==> src/rtl/tee_pkg.sv <==
// tee_pkg: shared types and constants for the tucker element evaluator
// used by tee_ctrl, tee_dp and the top level
`default_nettype none
package tee_pkg;
  localparam int MaxRank = 16;
  localparam int MaxDim = 64;
  localparam int RankW = $clog2(MaxRank);
  localparam int DimW = $clog2(MaxDim);
  localparam int CoreDepth = MaxRank * MaxRank * MaxRank;
  localparam int FactDepth = 3 * MaxDim * MaxRank;
  localparam int CoreAw = $clog2(CoreDepth);
  localparam int FactAw = $clog2(FactDepth);
  localparam int AccW = 64;

  typedef enum logic [1:0] {
    KIND_CORE = 2'd0,
    KIND_FACT = 2'd1,
    KIND_EVAL = 2'd2,
    KIND_NONE = 2'd3
  } kind_e;

  localparam logic [1:0] REG_RANK0 = 2'd0;
  localparam logic [1:0] REG_RANK1 = 2'd1;
  localparam logic [1:0] REG_RANK2 = 2'd2;

  typedef enum logic [2:0] {
    ST_IDLE, ST_RUN, ST_DRAIN, ST_SAT, ST_OUT
  } state_e;

  typedef struct packed {
    logic clear;
    logic issue;
    logic [RankW-1:0] j0;
    logic [RankW-1:0] j1;
    logic [RankW-1:0] j2;
    logic zero;
    logic finish;
  } cmd_t;

  typedef struct packed {
    logic busy;
  } stat_t;
endpackage
`default_nettype wire

==> src/rtl/tee_ctrl.sv <==
// tee_ctrl: sequencer walking the core indices for one evaluation
// depends on tee_pkg
`default_nettype none
module tee_ctrl import tee_pkg::*; (
  input  wire             clk_i,
  input  wire             rst_ni,
  input  wire             start_i,
  input  wire             empty_i,
  input  wire [RankW:0]   r0_i,
  input  wire [RankW:0]   r1_i,
  input  wire [RankW:0]   r2_i,
  input  wire             out_free_i,
  output cmd_t            cmd_o,
  output logic            done_o,
  output stat_t           stat_o
);
  localparam int DrainCycles = 6;
  state_e state_q, state_d;
  logic [RankW-1:0] j0_q, j0_d, j1_q, j1_d, j2_q, j2_d;
  logic [2:0] cnt_q, cnt_d;
  logic last0, last1, last2;

  assign last0 = ({1'b0, j0_q} == r0_i - 1'b1);
  assign last1 = ({1'b0, j1_q} == r1_i - 1'b1);
  assign last2 = ({1'b0, j2_q} == r2_i - 1'b1);

  always_ff @(posedge clk_i or negedge rst_ni) begin
    if (!rst_ni) begin
      state_q <= ST_IDLE;
      j0_q <= '0; j1_q <= '0; j2_q <= '0; cnt_q <= '0;
    end else begin
      state_q <= state_d;
      j0_q <= j0_d; j1_q <= j1_d; j2_q <= j2_d; cnt_q <= cnt_d;
    end
  end

  always_comb begin
    state_d = state_q;
    j0_d = j0_q; j1_d = j1_q; j2_d = j2_q; cnt_d = cnt_q;
    cmd_o = '0;
    cmd_o.j0 = j0_q; cmd_o.j1 = j1_q; cmd_o.j2 = j2_q;
    done_o = 1'b0;
    stat_o.busy = (state_q != ST_IDLE);
    unique case (state_q)
      ST_IDLE: begin
        if (start_i) begin
          cmd_o.clear = 1'b1;
          cmd_o.zero = empty_i;
          j0_d = '0; j1_d = '0; j2_d = '0; cnt_d = '0;
          state_d = empty_i ? ST_OUT : ST_RUN;
        end
      end
      ST_RUN: begin
        cmd_o.issue = 1'b1;
        if (last2) begin
          j2_d = '0;
          if (last1) begin
            j1_d = '0;
            if (last0) state_d = ST_DRAIN;
            else j0_d = j0_q + 1'b1;
          end else j1_d = j1_q + 1'b1;
        end else j2_d = j2_q + 1'b1;
      end
      ST_DRAIN: begin
        cnt_d = cnt_q + 1'b1;
        if (cnt_q == 3'(DrainCycles - 1)) state_d = ST_SAT;
      end
      ST_SAT: begin
        cmd_o.finish = 1'b1;
        state_d = ST_OUT;
      end
      ST_OUT: begin
        if (out_free_i) begin
          done_o = 1'b1;
          state_d = ST_IDLE;
        end
      end
      default: state_d = ST_IDLE;
    endcase
  end

  a_idx: assert property (@(posedge clk_i) disable iff (!rst_ni)
    state_q == ST_RUN |-> ({1'b0, j2_q} < r2_i))
    else $error("core index past rank");
  a_done: assert property (@(posedge clk_i) disable iff (!rst_ni)
    done_o |-> state_q == ST_OUT)
    else $error("done outside output state");
  a_start: assert property (@(posedge clk_i) disable iff (!rst_ni)
    cmd_o.issue |-> state_q == ST_RUN)
    else $error("issue outside run");
endmodule
`default_nettype wire

==> config.mk <==
export PLATFORM = sky130hd
export DESIGN_NAME = tee_ctrl
export DESIGN_NICKNAME = d
export VERILOG_FILES = /design/src/rtl/tee_pkg.sv /design/src/rtl/tee_ctrl.sv
export SDC_FILE = /design/constraint.sdc
export NUM_CORES = 1
export LEC_CHECK = 0
export ABC_AREA = 1
export BUFFER_PORTS_ARGS = -buffer_cell sky130_fd_sc_hd__buf_2
export CAP_MARGIN = 20
export CORE_MARGIN = 2
export CORE_UTILIZATION = 35
export CTS_CLUSTER_DIAMETER = 50
export CTS_CLUSTER_SIZE = 30
export DETAILED_ROUTE_END_ITERATION = 10
export PLACE_DENSITY = 0.62
export SETUP_SLACK_MARGIN = 0.02
export SLEW_MARGIN = 5
export SYNTH_ARGS = -nofsm -noshare
export SYNTH_HDL_FRONTEND = slang
export SYNTH_SLANG_ARGS = --single-unit
==> constraint.sdc <==
create_clock -name clk_i -period 2.15 [get_ports clk_i]
set_clock_uncertainty 0.15 [all_clocks]
set_input_delay 0.1075 -clock clk_i [delete_from_list [all_inputs] [get_ports clk_i]]
set_output_delay 0.1075 -clock clk_i [all_outputs]
set_load 0.01 [all_outputs]
### After elaboration in Yosys (flattened, before gate mapping)

Cells that the tools add are included.

* register bits: 18
* bits in latches: 0
* bits in writable memories: 0
* bits in read-only memories: 0
* bits of input ports: 20
* memories: 0

* add/sub/neg operators: 7
* $mul: 0
* divide/modulo/power cells: 0
* $lt $le $gt $ge: 0
* eq/ne operators: 15
* shift-type cells: 0
* mux-type cells: 28
* bitwise operators: 0
* reduce and logical (&&, ||, !) cells: 9

Operator list (count)
* 2-to-1 mux 4 bit: 7
* 2-to-1 mux 3 bit: 8
* one-hot mux 4 bit (2 select lines): 3
* equality test 4 x 5 -> 1 bit: 3
* one-hot mux 3 bit (5 select lines): 1
* subtractor 5 x 1 -> 5 bit, second input constant: 3
* != test 2 bit, second input constant: 7
* adder 4 x 1 -> 4 bit, second input constant: 3
* 2-to-1 mux 1 bit: 8
* equality test 3 x 2 -> 1 bit, second input constant: 2
* equality test 3 bit, second input constant: 2
* one-hot mux 3 bit (2 select lines): 1
* AND reduction 6 bit: 1
* AND reduction 5 bit: 1
* AND reduction 2 bit: 2
* nonzero test 2 bit: 2
* adder 3 x 1 -> 3 bit, second input constant: 1
* equality test 3 x 1 -> 1 bit, second input constant: 1
* zero test 3 bit: 1
* AND reduction 3 bit: 1
* nonzero test 3 bit: 1

### Logic depth before layout (Yosys ltp)

Gate-level depths: netlist of run 1.

* depth in word-level cells: 6
* depth in mapped cells: 14
* mapped depth without buffers: 14

### Worst setup path before layout of run 1

No wires, ideal clock.

* path kind: flip-flop to flip-flop
* from: register j2_q[1]
* to: register j1_q[1]
* arrival: 1.278 ns
* required time: 1.878 ns
* setup slack: 0.600 ns
* stages on the path, launching flop included: 11
* path buffers: 0
* clock period less this slack: 1.550 ns
* cells stage by stage: dfrtp_1 nand2_1 inv_1 nor2_1 nand2_1 nor2_2 nand3_2 a21oi_4 inv_4 nand2_1 o21ai_1

* word-level cells in the longest chain between the ends: 3

RTL lines
* from (decl): line tee_ctrl.sv:19 `logic [RankW-1:0] j0_q, j0_d, j1_q, j1_d, j2_q, j2_d;`
* from (signal assigned): line tee_ctrl.sv:33 `j0_q <= j0_d; j1_q <= j1_d; j2_q <= j2_d; cnt_q <= cnt_d;`
* equality test 4 x 5 -> 1 bit: line tee_ctrl.sv:25 `assign last2 = ({1'b0, j2_q} == r2_i - 1'b1);`
* != test 2 bit (no source line)
* AND reduction 3 bit (no source line)
* to (signal assigned): line tee_ctrl.sv:33
* to (decl): line tee_ctrl.sv:19

No other way between the ends.
A chain may end at the register's enable or synchronous reset.

### Final worst setup path of run 1

* from: register state_q[2]
* to: register j0_q[1]

* word-level cells in the longest chain between the ends: 3
* elaborated cells between the ends (all ways): 9
* those cells by class: eq/ne: 5; mux: 1; reduce/logical: 3

RTL lines
* from (decl): line tee_ctrl.sv:18 `state_e state_q, state_d;`
* from (signal assigned): line tee_ctrl.sv:32 `state_q <= state_d;`
* equality test 3 x 1 -> 1 bit or zero test 3 bit (tied branches): line tee_ctrl.sv:44 `unique case (state_q)`
* != test 2 bit (no source line) or nonzero test 2 bit (tied branches)
* AND reduction 5 bit (no source line)
* to (signal assigned): line tee_ctrl.sv:33
* to (decl): line tee_ctrl.sv:19

Parallel ways exist; a longest one is shown, timed or not.

==> flow_summary.ini, run 1 <==
[status]
status = completed

[global_route]
gr-total-overflow = 0
antenna_found_initial = 0
grt_pass1_vias = 1287
grt_util_all_layers_pct = 12.90
grt_max_degree = 19
grt_pass1_wl_mm = 5.347

[pwr]
irDropWorstVdd_mv = 0.3785
power_density_nw_per_um2 = 784.1
p_int_mw = 0.8438
pwr-share-clk_pct = 16.1
total_power_mw = 1.442
p_leak_nw = 1.043
p_seq_share_pct = 42.1
p_sw_mw = 0.5984
pwr-share-comb_pct = 41.8
sw_frac_of_total_pct = 41.49

[timing]
max_freq_mhz = 579.2
post-route-worst-setup-slack_ns = 0.4234
finalCritPeriodShare_pct = 80.31
slew_violations = 0
post-route-min-period_ns = 1.727
relSlewSlack_pct = 71.88
hold_violations = 0
tns_ns = 0
finalSetupViolCount = 0
worst_pin_slew_ns = 0.4218
rsz0062_at_grt = false

[clock_tree]
clk_latency_ns = 0.25
cts_root_buf = clkbuf_8
cts_tree = built
clk_pin_slew_ns = 0.06
cts_hold_buffers = 2
cts_sinks = 18
h-tree-depth = 1
postCtsResizedCells = 0
cts_buffers = 3
clock_path_buffers = 2
postCtsSetupBuffers = 0

[yosys]
synth_warnings = 0
yosysTopAreaCell = dfrtp_1
synth_cells = 233
synth_edf_count = 0
synth_top_area_share_pct = 29.27
synth_common_cells = nand2_1 (74), inv_1 (39), nor2_1 (19), dfrtp_1 (18), nand3_1 (16)
synth_most_common_cell = nand2_1
synth.avg_cell_area_um2 = 6.605
synthesis.nets = 261
ys_ff_latch = 18
synth.area.top_cells = dfrtp_1 (29%), nand2_1 (18%), inv_1 (9.5%), ha_1 (6.5%), nand3_1 (5.2%)
ys_seq_area_share_pct = 29.27
ys.flop_type = dfrtp_1
async_reset_ff_share_pct = 100.0
netlist-cell-type-count = 27
synth_area_um2 = 1539

[setup_path]
crit_arrival_ns = 1.76
cp-end-kind = register
worstSetupStartpointType = register
cp_data_required_time_ns = 2.19
critPathMaxFanout = 11
rr_worst_depth = 7
crit_type = reg2reg

[detailed_routing]
drtAntennaViolNets = 0
wl_per_cell_um = 9.684
drt-pass1-iter-count = 4
first_iter_violations = 60
num_vias = 1491
vias_per_cell = 4.574
wl_mm = 3.157
drc = 0

[cells_and_area]
post-route-util_pct = 42.83
ff_latch_area_um2 = 450.4
area_growth_pct = 19.51
n_antenna_cell = 0
final_nets = 304
multi_input_area_um2 = 917.1
fillers = 464
drive_gt1_share_pct = 21.90

[die]
die_y_um = 70.31
row_count = 24
initial_utilization_pct = 35.84
die_x_um = 70.31
floorplan.die_area_um2 = 4944
boundaryPins = 38
fp.coreArea_um2 = 4294

[hold_path]
hp-class = in2reg
hold_depth = 4

[placement]
dp_hpwl_mm = 2.543
gp_congestion = 0.7730
port_buffers = 37
pre_cts_slack_ns = 0.3482

[job]
drv_cap = 0
## area by class of cell
class | instances | area share, %
Multi-Input combinational cell | 172 | 49.86
Sequential cell | 18 | 24.49
Timing Repair Buffer | 39 | 11.16
Inverter | 42 | 8.708
Tap cell | 52 | 3.537
Clock buffer | 3 | 2.245
## power by group through the flow
stage | Combinational, mW | Clock [mW] | Sequential [mW]
after floorplan | 0.394 | 0 | 0.617
after global placement | 0.597 | 0 | 0.609
after detailed placement | 0.609 | 0 | 0.614
after CTS | 0.615 | 0.242 | 0.607
after global routing | 0.697 | 0.254 | 0.627
final | 0.603 | 0.232 | 0.607
## kinds of logic (layout without fill, tap and decap cells)
family | after synthesis | after routing | share of synthesized area (%)
AND/OR/NAND/NOR | 135 | 135 | 40.81
buffers and inverters | 43 | 84 | 11.14
AO/OA/AOI/OAI | 22 | 22 | 8.293
flip-flops | 18 | 18 | 29.27
adder cells (fa/ha/maj) | 8 | 8 | 6.504
XOR/XNOR | 7 | 7 | 3.984
## final timing paths
| check | startpoint | slack (ns) | to |
|---|---|---|---|
| max | state_q[2]$_DFFE_PN0P_ | 0.42 | j0_q[1]$_DFFE_PN0P_ |
| min | empty_i | 0.08 | state_q[0]$_DFFE_PN0P_ |
| max reg2reg | state_q[2]$_DFFE_PN0P_ | 0.42 | j0_q[1]$_DFFE_PN0P_ |
| min reg2reg | cnt_q[2]$_DFFE_PN0P_ | 0.34 | cnt_q[2]$_DFFE_PN0P_ |
| max in group asynchronous | rst_ni | 1.39 | j2_q[0]$_DFFE_PN0P_ |
| min in group asynchronous | rst_ni | 0.17 | j1_q[0]$_DFFE_PN0P_ |
## per-layer routing
| layer | vias to the layer above | part of all wire, % | global-route usage [%] | routed length (um) |
|---|---|---|---|---|
| met3 | 2 | 4.4 | 2.597 | 139 |
| li1 | 818 | - | - | - |
| met1 | 635 | 49 | 17.68 | 1556 |
| met2 | 36 | 46 | 21.38 | 1449 |
| met5 | - | 0 | 0 | 0 |
| met4 | 0 | 0.38 | 1.923 | 12 |
## state kept, by name, summed over array words and instances (netlist names)
register and flops:
cnt_q 3, j0_q 4, j1_q 4, j2_q 4, state_q 3
## critical path, stage by stage, from the launching register on
cell and delay, ns:
dfrtp_1 0.40, inv_1 0.09, nand2_2 0.09, nor2_4 0.33, nor2_4 0.10, a21oi_4 0.26
nand4_1 0.15, nand2_1 0.09
## cells in the final DEF, fill, tap and decap left out, drive strengths merged
cell type    instances
nand2               80
inv                 42
buf                 37
nor2                26
dfrtp               18
nand3               18
o21ai               12
ha                   8
a21oi                6
nand4                6
xor2                 5
nor3                 3
o22ai                3
clkbuf               3
xnor2                2
dlygate4sd3          2
nor4                 1
a21boi               1
nand3b               1
## through the flow
| step | cell area [um2] | hold slack [ns] | cells |
|---|---|---|---|
| finish | 1839 | 0.08471 | 326 |
| global route | 1839 | 0.1020 | 326 |
| CTS | 1839 | 0.07165 | 326 |
| detailed placement | 1778 | -0.07849 | 321 |
| global placement | 1778 | -0.08556 | 321 |
| floorplan | 1539 | -0.3381 | 233 |
Power figures use the tool's default switching activity.
==> run 2, diff against run 1 <==
clock period = 1.7 ns   (was 2.15 ns; I/O delays follow)
==> run 2 against run 1 <==
  * Worst hold slack worse by 0.043 ns
  * Via count rose by 4.6%
  * Cell count is 5.5% higher
  * Total power increased by 44%
  * Register-to-register slack worse by 0.36 ns
  * Wire length up 3.5%
==> flow_summary.ini, run 2 (synthesized netlist as in run 1, its figures left out) <==
[status]
status = completed

[setup_path]
rr_worst_depth = 10
cp-end-kind = register
worstSetupStartpointType = register
critPathMaxFanout = 8
rr_startpoint = j2_q[3]$_DFFE_PN0P_
cp_data_required_time_ns = 1.71
crit_type = reg2reg
startpoint = j2_q[3]$_DFFE_PN0P_
crit_arrival_ns = 1.64

[timing]
post-route-min-period_ns = 1.636
finalSetupViolCount = 0
relSlewSlack_pct = 71.62
finalCritPeriodShare_pct = 96.26
worst_pin_slew_ns = 0.4257
slew_violations = 0
rsz0062_at_grt = true
fin_hold_ws_ns = 0.04189
max_freq_mhz = 611.1
hold_violations = 0

[cells_and_area]
mostFrequentLayoutCells = nand2_1 (72), inv_1 (37), buf_2 (37)
fillers = 446
n_antenna_cell = 0
drive_gt1_share_pct = 28.08
multi_input_area_um2 = 940.9
reg_top3 = j0_q: 4 flops, j1_q: 4 flops, j2_q: 4 flops
post-route-util_pct = 46.97
layout_commonest_cell = nand2_1
postLayoutCellArea_um2 = 2017
final_nets = 321
finalNonFillerCells = 344
ff_latch_area_um2 = 450.4
area_growth_pct = 31.06

[clock_tree]
cts_root_buf = clkbuf_8
clock_path_buffers = 2
clk_pin_slew_ns = 0.07
h-tree-depth = 1
cts_sinks = 18
clk_latency_ns = 0.26
cts_tree = built
cts_buffers = 3

[pwr]
p_leak_nw = 1.143
power_density_nw_per_um2 = 1026
total_power_mw = 2.070
irDropWorstVdd_mv = 0.5732

[detailed_routing]
drtAntennaViolNets = 0
first_iter_violations = 36
num_vias = 1559
vias_per_cell = 4.532
wl_per_cell_um = 9.503
drc = 0
wl_mm = 3.269
drt-pass1-iter-count = 4

[die]
boundaryPins = 38
die_x_um = 70.31
floorplan.die_area_um2 = 4944
die_y_um = 70.31
row_count = 24
fp.coreArea_um2 = 4294
initial_utilization_pct = 35.84

[global_route]
grt_pass1_vias = 1492
gr-total-overflow = 0
use_met3_pct = 3.608
use_met1_pct = 17.11
grtUsageMet2_pct = 25.47
busiest_layer = met2
antenna_found_initial = 0
grt_max_degree = 19
grt_util_all_layers_pct = 14.48
grt_pass1_wl_mm = 5.934

[hold_path]
hold_depth = 4
min_from = empty_i
hp-class = in2reg

[job]
drv_cap = 0

[placement]
post_dp_cell_area_um2 = 1911
dp.cells = 337
gp_congestion = 0.8416
dp_hpwl_mm = 2.617
port_buffers = 37
## run 2: changes by cell type in the layout (fill, tap and decap cells not counted), sizes merged
| cell | before | now |
|---|---|---|
| clkbuf | 3 | 4 |
| buf | 37 | 54 |
## run 2: power by group
part / switching, mW / leakage (nW) / internal [mW]
Combinational: 0.540 / 0.884 / 0.481
Clock: 0.157 / 0.0288 / 0.206
Sequential: 0.119 / 0.231 / 0.567
Total: 0.816 / 1.14 / 1.25
## run 2: repair_timing
action / CTS / global route
endpoints found under the setup margin: 0 / 10
endpoints found under the hold margin: 19 / 0
resized for setup: 0 / 7
buffers inserted: 0 / 1
hold buffers: 2 / 0
## run 2: final cells by class
| cell class | count | area share [%] |
|---|---|---|
| Multi-Input combinational cell | 172 | 46.65 |
| Sequential cell | 18 | 22.33 |
| Timing Repair Buffer | 56 | 17.12 |
| Inverter | 42 | 7.940 |
| Tap cell | 52 | 3.226 |
| Clock buffer | 4 | 2.730 |
## run 2: through the flow
step | setup slack (ns) | TNS (ns)
finish | 0.06354 | 0
global route | -0.03790 | -0.1498
CTS | 0.05609 | 0
floorplan | 0.1500 | 0
global placement | -0.007009 | -0.007999
detailed placement | -0.02902 | -0.1152
## run 2: layer usage
| layer | vias to the layer above | share of wire, % |
|---|---|---|
| met1 | 674 | 47 |
| met3 | 4 | 4.1 |
| met2 | 26 | 48 |
| met5 | - | 0 |
| met4 | 0 | 1.0 |
| li1 | 855 | - |
## run 2: path summary, 6_finish.rpt
| kind | to | slack (ns) |
|---|---|---|
| worst max-delay path | j1_q[1]$_DFFE_PN0P_ | 0.06 |
| min in group asynchronous | j0_q[2]$_DFFE_PN0P_ | 0.14 |
| worst min register to register | cnt_q[2]$_DFFE_PN0P_ | 0.34 |
| max in group asynchronous | j2_q[1]$_DFFE_PN0P_ | 0.96 |
| worst max register to register | j1_q[1]$_DFFE_PN0P_ | 0.06 |
| worst min-delay path | state_q[0]$_DFFE_PN0P_ | 0.04 |
## run 2: critical path, cell delays in order (launching register included)
cell     delay (ns)
dfrtp_1        0.40
inv_1          0.08
nand2_1        0.06
nand2_1        0.06
nand2_1        0.05
nand2_1        0.09
nand3_2        0.14
a21oi_4        0.30
inv_4          0.08
nand2_1        0.07
o21ai_1        0.05
